### config.mk
export PLATFORM = sky130hd
export DESIGN_NAME = utf8_stream_decoder
export DESIGN_NICKNAME = d
export VERILOG_FILES = /design/src/rtl/u8d_pkg.sv /design/src/rtl/u8d_front.sv /design/src/rtl/u8d_queue.sv /design/src/rtl/u8d_back.sv /design/src/rtl/utf8_stream_decoder.sv
export VERILOG_INCLUDE_DIRS = /design/src /design/src/rtl
export SDC_FILE = /design/constraint.sdc
export NUM_CORES = 1
export LEC_CHECK = 0
export BUFFER_PORTS_ARGS = -buffer_cell sky130_fd_sc_hd__buf_4
export CORE_MARGIN = 1.5
export CORE_UTILIZATION = 47
export DETAILED_ROUTE_END_ITERATION = 7
export PLACE_DENSITY = 0.76
export RECOVER_POWER = 50
export REMOVE_ABC_BUFFERS = 1
export SYNTH_ARGS = -nofsm -noshare
export SYNTH_HDL_FRONTEND = slang
export SYNTH_SLANG_ARGS = --single-unit
### constraint.sdc
create_clock -name clk_i -period 4.77 [get_ports clk_i]
set_input_delay 1.431 -clock clk_i [delete_from_list [all_inputs] [get_ports clk_i]]
set_output_delay 1.431 -clock clk_i [all_outputs]
set_load 0.1 [all_outputs]
### src/rtl/assert_macros.svh
// Assertion macros for the RTL files that check their own logic.
`ifndef ASSERT_MACROS_SVH
`define ASSERT_MACROS_SVH

// Checked at every rising edge outside reset.
`define ASSERT_ON(lbl, clk, rst_n, prop) \
  lbl: assert property (@(posedge clk) disable iff (!rst_n) (prop)) \
    else $error("assertion failed");

// Checked at every rising edge, reset included.
`define ASSERT_ALWAYS(lbl, clk, prop) \
  lbl: assert property (@(posedge clk) (prop)) \
    else $error("assertion failed");

`endif

### src/rtl/u8d_pkg.sv
// Types and constants shared by the UTF-8 stream decoder.
`timescale 1ns / 1ps

package u8d_pkg;

  localparam int unsigned CpW        = 21;
  localparam int unsigned CntW       = 3;
  localparam int unsigned QueueDepth = 2;

  localparam logic KindByte = 1'b0;
  localparam logic KindEnd  = 1'b1;

  typedef struct packed {
    logic       kind;
    logic [7:0] text_byte;
  } in_t;

  typedef struct packed {
    logic [CpW-1:0]  code_point;
    logic            invalid;
    logic [CntW-1:0] byte_count;
    logic            last;
  } out_t;

  // One request's worth of results: a run of invalid bytes, then an optional tail.
  typedef struct packed {
    logic [1:0]      inv_cnt;
    logic            has_tail;
    logic [CpW-1:0]  tail_cp;
    logic            tail_inv;
    logic [CntW-1:0] tail_cnt;
  } job_t;

  typedef struct packed {
    logic full;
    logic not_empty;
  } q_status_t;

  typedef enum logic [2:0] {
    ClsAscii,
    ClsLead2,
    ClsLead3,
    ClsLead4,
    ClsCont,
    ClsBad
  } byte_class_e;

endpackage

### src/rtl/u8d_front.sv
// Front end: accepts bytes, tracks the pending sequence and builds result jobs.
`timescale 1ns / 1ps

module u8d_front (
  input  logic               clk_i,
  input  logic               rst_ni,
  input  logic               in_valid_i,
  output logic               in_ready_o,
  input  u8d_pkg::in_t       in_data_i,
  input  u8d_pkg::q_status_t q_status_i,
  output logic               push_o,
  output u8d_pkg::job_t      job_o
);

  logic [u8d_pkg::CpW-1:0]  partial_q, partial_d;
  logic [u8d_pkg::CntW-1:0] seq_len_q, seq_len_d;
  logic [1:0]               taken_q, taken_d;
  logic [1:0]               taken_plus;
  logic                     complete;
  logic                     fresh_en;
  logic                     accept;
  logic [7:0]               b;
  u8d_pkg::byte_class_e     cls;
  u8d_pkg::job_t            job;

  function automatic u8d_pkg::byte_class_e classify(input logic [7:0] v);
    u8d_pkg::byte_class_e c;
    if (!v[7])                   c = u8d_pkg::ClsAscii;
    else if (v[7:6] == 2'b10)    c = u8d_pkg::ClsCont;
    else if (v[7:5] == 3'b110)   c = u8d_pkg::ClsLead2;
    else if (v[7:4] == 4'b1110)  c = u8d_pkg::ClsLead3;
    else if (v[7:3] == 5'b11110) c = u8d_pkg::ClsLead4;
    else                         c = u8d_pkg::ClsBad;
    return c;
  endfunction

  assign b          = in_data_i.text_byte;
  assign cls        = classify(b);
  assign in_ready_o = !q_status_i.full;
  assign accept     = in_valid_i && in_ready_o;
  assign taken_plus = taken_q + 2'd1;
  // A four-byte form wraps the two-bit count to zero on its last byte.
  assign complete   = ({1'b0, taken_plus} >= seq_len_q) || (taken_plus == 2'd0);

  always_comb begin
    job       = '0;
    partial_d = partial_q;
    seq_len_d = seq_len_q;
    taken_d   = taken_q;
    fresh_en  = 1'b0;

    if (in_data_i.kind == u8d_pkg::KindEnd) begin
      job.inv_cnt = taken_q;
      partial_d   = '0;
      seq_len_d   = '0;
      taken_d     = '0;
    end else if (seq_len_q == '0) begin
      fresh_en = 1'b1;
    end else if (cls == u8d_pkg::ClsCont) begin
      partial_d = {partial_q[u8d_pkg::CpW-7:0], b[5:0]};
      taken_d   = taken_plus;
      if (complete) begin
        job.has_tail = 1'b1;
        job.tail_cp  = {partial_q[u8d_pkg::CpW-7:0], b[5:0]};
        job.tail_inv = 1'b0;
        job.tail_cnt = seq_len_q;
        partial_d    = '0;
        seq_len_d    = '0;
        taken_d      = '0;
      end
    end else begin
      // Break mid-sequence: drop the pending bytes, then decode this one afresh.
      job.inv_cnt = taken_q;
      partial_d   = '0;
      seq_len_d   = '0;
      taken_d     = '0;
      fresh_en    = 1'b1;
    end

    if (fresh_en) begin
      unique case (cls)
        u8d_pkg::ClsAscii: begin
          job.has_tail = 1'b1;
          job.tail_cp  = {{(u8d_pkg::CpW-8){1'b0}}, b};
          job.tail_inv = 1'b0;
          job.tail_cnt = u8d_pkg::CntW'(1);
        end
        u8d_pkg::ClsLead2: begin
          partial_d = {{(u8d_pkg::CpW-5){1'b0}}, b[4:0]};
          seq_len_d = u8d_pkg::CntW'(2);
          taken_d   = 2'd1;
        end
        u8d_pkg::ClsLead3: begin
          partial_d = {{(u8d_pkg::CpW-4){1'b0}}, b[3:0]};
          seq_len_d = u8d_pkg::CntW'(3);
          taken_d   = 2'd1;
        end
        u8d_pkg::ClsLead4: begin
          partial_d = {{(u8d_pkg::CpW-3){1'b0}}, b[2:0]};
          seq_len_d = u8d_pkg::CntW'(4);
          taken_d   = 2'd1;
        end
        default: begin
          job.has_tail = 1'b1;
          job.tail_cp  = '0;
          job.tail_inv = 1'b1;
          job.tail_cnt = u8d_pkg::CntW'(1);
        end
      endcase
    end
  end

  assign job_o  = job;
  assign push_o = accept && ((job.inv_cnt != 2'd0) || job.has_tail);

  always_ff @(posedge clk_i or negedge rst_ni) begin
    if (!rst_ni) begin
      partial_q <= '0;
      seq_len_q <= '0;
      taken_q   <= '0;
    end else if (accept) begin
      partial_q <= partial_d;
      seq_len_q <= seq_len_d;
      taken_q   <= taken_d;
    end
  end

endmodule

### src/rtl/u8d_queue.sv
// Short job queue between the front end and the result sequencer.
`timescale 1ns / 1ps

module u8d_queue #(
  parameter int unsigned DEPTH = u8d_pkg::QueueDepth
) (
  input  logic               clk_i,
  input  logic               rst_ni,
  input  logic               push_i,
  input  u8d_pkg::job_t      push_data_i,
  input  logic               pop_i,
  output u8d_pkg::job_t      pop_data_o,
  output u8d_pkg::q_status_t status_o
);

  localparam int unsigned PtrW = (DEPTH > 1) ? $clog2(DEPTH) : 1;
  localparam int unsigned CntW = $clog2(DEPTH + 1);

  u8d_pkg::job_t       slots_q [DEPTH];
  logic [PtrW-1:0]     wr_ptr_q, wr_ptr_d;
  logic [PtrW-1:0]     rd_ptr_q, rd_ptr_d;
  logic [CntW-1:0]     count_q, count_d;
  logic                do_push, do_pop;

  assign status_o.full      = (count_q == CntW'(DEPTH));
  assign status_o.not_empty = (count_q != '0);
  assign do_push            = push_i && !status_o.full;
  assign do_pop             = pop_i && status_o.not_empty;
  assign pop_data_o         = slots_q[rd_ptr_q];

  always_comb begin
    wr_ptr_d = wr_ptr_q;
    rd_ptr_d = rd_ptr_q;
    count_d  = count_q;
    if (do_push) begin
      wr_ptr_d = (wr_ptr_q == PtrW'(DEPTH - 1)) ? '0 : wr_ptr_q + PtrW'(1);
    end
    if (do_pop) begin
      rd_ptr_d = (rd_ptr_q == PtrW'(DEPTH - 1)) ? '0 : rd_ptr_q + PtrW'(1);
    end
    if (do_push && !do_pop) begin
      count_d = count_q + CntW'(1);
    end else if (do_pop && !do_push) begin
      count_d = count_q - CntW'(1);
    end
  end

  always_ff @(posedge clk_i or negedge rst_ni) begin
    if (!rst_ni) begin
      wr_ptr_q <= '0;
      rd_ptr_q <= '0;
      count_q  <= '0;
    end else begin
      wr_ptr_q <= wr_ptr_d;
      rd_ptr_q <= rd_ptr_d;
      count_q  <= count_d;
    end
  end

  always_ff @(posedge clk_i) begin
    if (do_push) begin
      slots_q[wr_ptr_q] <= push_data_i;
    end
  end

endmodule

### src/rtl/u8d_back.sv
// Back end: expands each job into results, one per cycle while the output is accepted.
`timescale 1ns / 1ps

module u8d_back (
  input  logic               clk_i,
  input  logic               rst_ni,
  input  u8d_pkg::q_status_t q_status_i,
  input  u8d_pkg::job_t      q_data_i,
  output logic               pop_o,
  output logic               out_valid_o,
  input  logic               out_ready_i,
  output u8d_pkg::out_t      out_data_o
);

  u8d_pkg::job_t job_q, job_d;
  logic          busy_q, busy_d;
  logic          out_accept;
  u8d_pkg::out_t res;

  always_comb begin
    res = '0;
    if (job_q.inv_cnt != 2'd0) begin
      res.code_point = '0;
      res.invalid    = 1'b1;
      res.byte_count = u8d_pkg::CntW'(1);
      res.last       = (job_q.inv_cnt == 2'd1) && !job_q.has_tail;
    end else begin
      res.code_point = job_q.tail_cp;
      res.invalid    = job_q.tail_inv;
      res.byte_count = job_q.tail_cnt;
      res.last       = 1'b1;
    end
  end

  assign out_valid_o = busy_q;
  assign out_data_o  = res;
  assign out_accept  = busy_q && out_ready_i;
  // Load the next job when idle or once the current one has delivered its last result.
  assign pop_o       = q_status_i.not_empty && (!busy_q || (out_accept && res.last));

  always_comb begin
    job_d  = job_q;
    busy_d = busy_q;
    if (!busy_q || (out_accept && res.last)) begin
      busy_d = q_status_i.not_empty;
      job_d  = q_data_i;
    end else if (out_accept) begin
      job_d.inv_cnt = job_q.inv_cnt - 2'd1;
    end
  end

  always_ff @(posedge clk_i or negedge rst_ni) begin
    if (!rst_ni) begin
      busy_q <= 1'b0;
    end else begin
      busy_q <= busy_d;
    end
  end

  always_ff @(posedge clk_i) begin
    job_q <= job_d;
  end

endmodule

### src/rtl/utf8_stream_decoder.sv
// Top level of the UTF-8 stream decoder: front end, job queue and result sequencer.
//
//   channel  direction  handshake                payload
//   in       input      in_valid_i/in_ready_o    in_data_i  (kind, text_byte)
//   out      output     out_valid_o/out_ready_i  out_data_o (code_point, invalid,
//                                                            byte_count, last)
//
// One byte is taken per cycle while the job queue has room; the result
// sequencer gives one result per cycle while out_ready_i is high, and a
// request yields zero to four results; the queue absorbs the slack.
// A result is offered only after its job has been written into the queue
// and then loaded into the sequencer's job register.
// Reset clears the pending sequence, the queue and the output; no clearing pass.
// A stalled output fills the queue, then in_ready_o drops until it drains.
`timescale 1ns / 1ps
`include "assert_macros.svh"

module utf8_stream_decoder #(
  parameter int unsigned QUEUE_DEPTH = u8d_pkg::QueueDepth
) (
  input  logic          clk_i,
  input  logic          rst_ni,
  input  logic          in_valid_i,
  output logic          in_ready_o,
  input  u8d_pkg::in_t  in_data_i,
  output logic          out_valid_o,
  input  logic          out_ready_i,
  output u8d_pkg::out_t out_data_o
);

  u8d_pkg::q_status_t q_status;
  u8d_pkg::job_t      push_job;
  u8d_pkg::job_t      pop_job;
  logic               push;
  logic               pop;

  u8d_front u_front (
    .clk_i      (clk_i),
    .rst_ni     (rst_ni),
    .in_valid_i (in_valid_i),
    .in_ready_o (in_ready_o),
    .in_data_i  (in_data_i),
    .q_status_i (q_status),
    .push_o     (push),
    .job_o      (push_job)
  );

  u8d_queue #(
    .DEPTH (QUEUE_DEPTH)
  ) u_queue (
    .clk_i       (clk_i),
    .rst_ni      (rst_ni),
    .push_i      (push),
    .push_data_i (push_job),
    .pop_i       (pop),
    .pop_data_o  (pop_job),
    .status_o    (q_status)
  );

  u8d_back u_back (
    .clk_i       (clk_i),
    .rst_ni      (rst_ni),
    .q_status_i  (q_status),
    .q_data_i    (pop_job),
    .pop_o       (pop),
    .out_valid_o (out_valid_o),
    .out_ready_i (out_ready_i),
    .out_data_o  (out_data_o)
  );

  `ASSERT_ON(a_run_continues, clk_i, rst_ni,
             out_valid_o && out_ready_i && !out_data_o.last |=> out_valid_o)
  `ASSERT_ON(a_invalid_shape, clk_i, rst_ni,
             out_valid_o && out_data_o.invalid |->
             out_data_o.code_point == '0 && out_data_o.byte_count == 3'd1)
  `ASSERT_ON(a_single_ascii, clk_i, rst_ni,
             out_valid_o && !out_data_o.invalid && out_data_o.byte_count == 3'd1 |->
             out_data_o.code_point < 21'd128)
  `ASSERT_ALWAYS(a_reset_quiet, clk_i, !rst_ni |=> !out_valid_o)

endmodule

==> results.py <==
metrics = {
    "run_status": {
        "status": "finished with violations",
        "violations": "capacitance limit, slew limit",
    },
    "yosys": {
        "yosys_warnings": 0,
        "synthMuxAreaShare_pct": 7.276,
        "post-synth-top-area-cell": "edfxtp_1",
        "synth-main-ff-cell": "edfxtp_1",
        "synthSimpleGateAreaFrac_pct": 11.24,
        "yosysSeqAreaShare_pct": 68.82,
        "synth_top_family_by_area": "simple AND/OR/NAND/NOR gates",
        "syn_avg_cell_area_sq_um": 15.30,
        "synth_cells": 299,
        "synth.most_common_cell": "edfxtp_1",
        "synth-compound-area-share_pct": 8.151,
        "synth-xor-area-share_pct": 0.7659,
        "synth_edf_count": 84,
        "synth_top_area_share_pct": 55.14,
        "synth_common_cells": "edfxtp_1 (84), and2_1 (44), mux2_2 (26)",
        "synthArstFlopShare_pct": 22.94,
        "yosys.area_share.adder_pct": 1.641,
        "synth.top_cells.by_area": "edfxtp_1 (55%), dfrtp_1 (14%), mux2_2 (6.4%)",
        "syn_area_sq_um": 4574,
        "synth_cell_types": 50,
        "ys_seq_elements": 109,
    },
    "setup_path": {
        "path_cells": "clkbuf_1 > nand3_1 > a31o_2 > o21ai_0 > a22o_1",
        "crit_family": "compound AO/OA/AOI/OAI gates",
        "path_max_fanout": 16,
        "crit_required_ns": 5.06,
        "crit_slowest_cell": "o21ai_0",
        "worst-path-buf-inv": 1,
        "max_stage_delay_ns": 1.44,
        "critPathLaunchType": "input pin",
        "cp-end-kind": "flip-flop",
        "cp.arrival_ns": 3.90,
        "path_class": "input pin to flip-flop",
    },
    "clock_network": {
        "cts_resized": 0,
        "root_buffer": "clkbuf_8",
        "cts_tree": "done",
        "cts_htree_levels": 3,
        "cts_buffer_depth": 2,
        "ctsHoldBuffers": 0,
        "cts_buffers": 9,
        "clk_pin_slew_ns": 0.10,
        "insertion_delay_ns": 0.36,
        "cts.sinks": 109,
        "post-cts-setup-buffers": 0,
    },
    "floorplan": {
        "die_w_um": 101.7,
        "rows": 35,
        "core_sq_um": 9328,
        "io_pins": 41,
        "fp.dieArea_sq_um": 10330,
        "initial_utilization_pct": 49.04,
        "die_h_um": 101.7,
    },
    "finish": {
        "nFillCells": 794,
        "antenna_cells": 0,
        "drive_above_1_share_pct": 23.92,
        "area_delta_synth_final_pct": 13.24,
        "nets": 361,
        "final_util_pct": 55.53,
        "fin_cells": 476,
    },
    "hold_path": {
        "hp-class": "flip-flop to flip-flop",
    },
    "routing": {
        "vias_per_cell": 5.338,
        "routed_wl_um": 8219,
        "drc": 0,
        "drt_first_iter_violations": 105,
        "num_vias": 2541,
        "wl_per_cell_um": 17.27,
        "ant_nets": 0,
        "firstDrtPassIters": 4,
    },
    "sta": {
        "slew_headroom_pct": -27.72,
        "hold_viol": 0,
        "finalMaxSlewViolations": 17,
        "whs_ns": 0.5035,
        "finalWorstSetupSlack_ns": 1.168,
        "rsz0062_at_grt": "false",
        "finClkSkew_ns": 0.01102,
        "fmax_mhz": 277.6,
        "setup_viol": 0,
        "period_share_pct": 75.51,
        "finalSetupTns_ns": 0,
        "fin_crit_ns": 3.602,
        "tightest_slew_ns": 1.896,
    },
    "placement": {
        "portBuffers": 40,
        "dp_hpwl_um": 5430,
        "dp.cells": 460,
        "gp_routability_congestion": 0.9134,
        "place_ws_ns": 1.532,
    },
    "grt": {
        "grtUsageMet2_pct": 27.44,
        "grt_util_met3_pct": 4.141,
        "antenna_found_initial": 0,
        "met1_usage_pct": 23.05,
        "gr-usage-all-layers_pct": 17.10,
        "grt_max_degree": 30,
        "grt_pass1_vias": 2497,
        "grt_pass1_wl_um": 13120,
        "busiest_layer": "met2",
        "grt-ovfl-total": 0,
    },
    "flow_run": {
        "maxCapViolations": 1,
    },
    "power": {
        "vdd_drop_max_mv": 0.3241,
        "p_leak_nw": 1.980,
        "power_density_nw_per_um2": 633.0,
    },
}
==> registers in the layout, indices dropped and copies added (netlist names), 2 cells and up <==
name,count
u_back.job_q,28
u_front.partial_q,15
u_front.seq_len_q,3
u_front.taken_q,2
u_queue.count_q,2
u_queue.slots_q,56
==> power by group <==
part           total, mW  internal [mW]  leakage [nW]  switching [mW]
clock              0.663          0.363         0.124           0.300
combinational       1.25          0.330         0.730           0.917
sequential          1.37           1.26          1.13           0.110
==> through the flow <==
stage | instance area [sq um] | power [mW]
3_5_place_dp | 5000 | 2.669
6_report | 5180 | 3.279
4_1_cts | 5245 | 3.328
3_3_place_gp | 5000 | 2.637
5_1_grt | 5180 | 3.424
2_1_floorplan | 4519 | 2.368
==> layout by cell type, fill, tap and decap left out, types with 2 or more instances in the layout <==
master,Yosys,final
nor2b_1,4,5
clkbuf_8,0,10
a211oi_1,1,2
a21oi_1,7,8
nand2_1,8,8
nor3_1,3,4
nand2b_1,5,6
clkbuf_1,5,4
mux2i_1,4,4
nor2_1,5,5
and2_1,44,25
inv_1,11,11
xor2_1,3,3
bufinv_16,0,3
mux2_2,26,26
or2_2,2,2
nand3_1,2,3
ha_1,6,6
o31ai_1,2,2
nand4_1,2,2
edfxtp_1,84,84
dfrtp_1,25,25
o32ai_1,2,2
a22o_1,12,12
o21ai_0,2,5
and2_0,0,19
a32o_1,5,5
buf_4,2,37
==> layer usage <==
metal / share of wire, % / vias up
li1: - / 1203
met1: 44 / 1259
met2: 49 / 70
met3: 5.4 / 9
met4: 1.0 / 0
met5: 0 / -
==> cell families after synthesis <==
logic type                 Yosys count
buffers and inverters               21
AOI/OAI and AO/OA                   45
xor gates and xnor gates             4
adders and majority gates            6
muxes                               30
and+or+nand+nor                     84
DFF                                109
==> final timing paths <==
kind,startpoint,end,slack [ns],cells past startpoint
max,in_data_i[5],u_front.partial_q[9],1.17,5
min,u_queue.count_q[1],u_queue.count_q[1],0.50,1
max reg2reg,u_front.taken_q[0],u_queue.slots_q[1][13],1.75,6
min reg2reg,u_queue.count_q[1],u_queue.count_q[1],0.50,1
max in group asynchronous,rst_ni,u_front.partial_q[3],2.57,1
min in group asynchronous,rst_ni,u_front.partial_q[13],1.38,1
==> area by class of cell <==
cell class	count	area, sq um	share of cell area, %
Sequential cell	109	3148	60.77
Multi-Input combinational cell	169	1284	24.78
Tap cell	129	161.4	3.116
Timing Repair Buffer	42	300.3	5.797
Clock buffer	10	137.6	2.657
Clock inverter	6	107.6	2.077
Inverter	11	41.29	0.7971
Power figures use the tool's default switching activity.
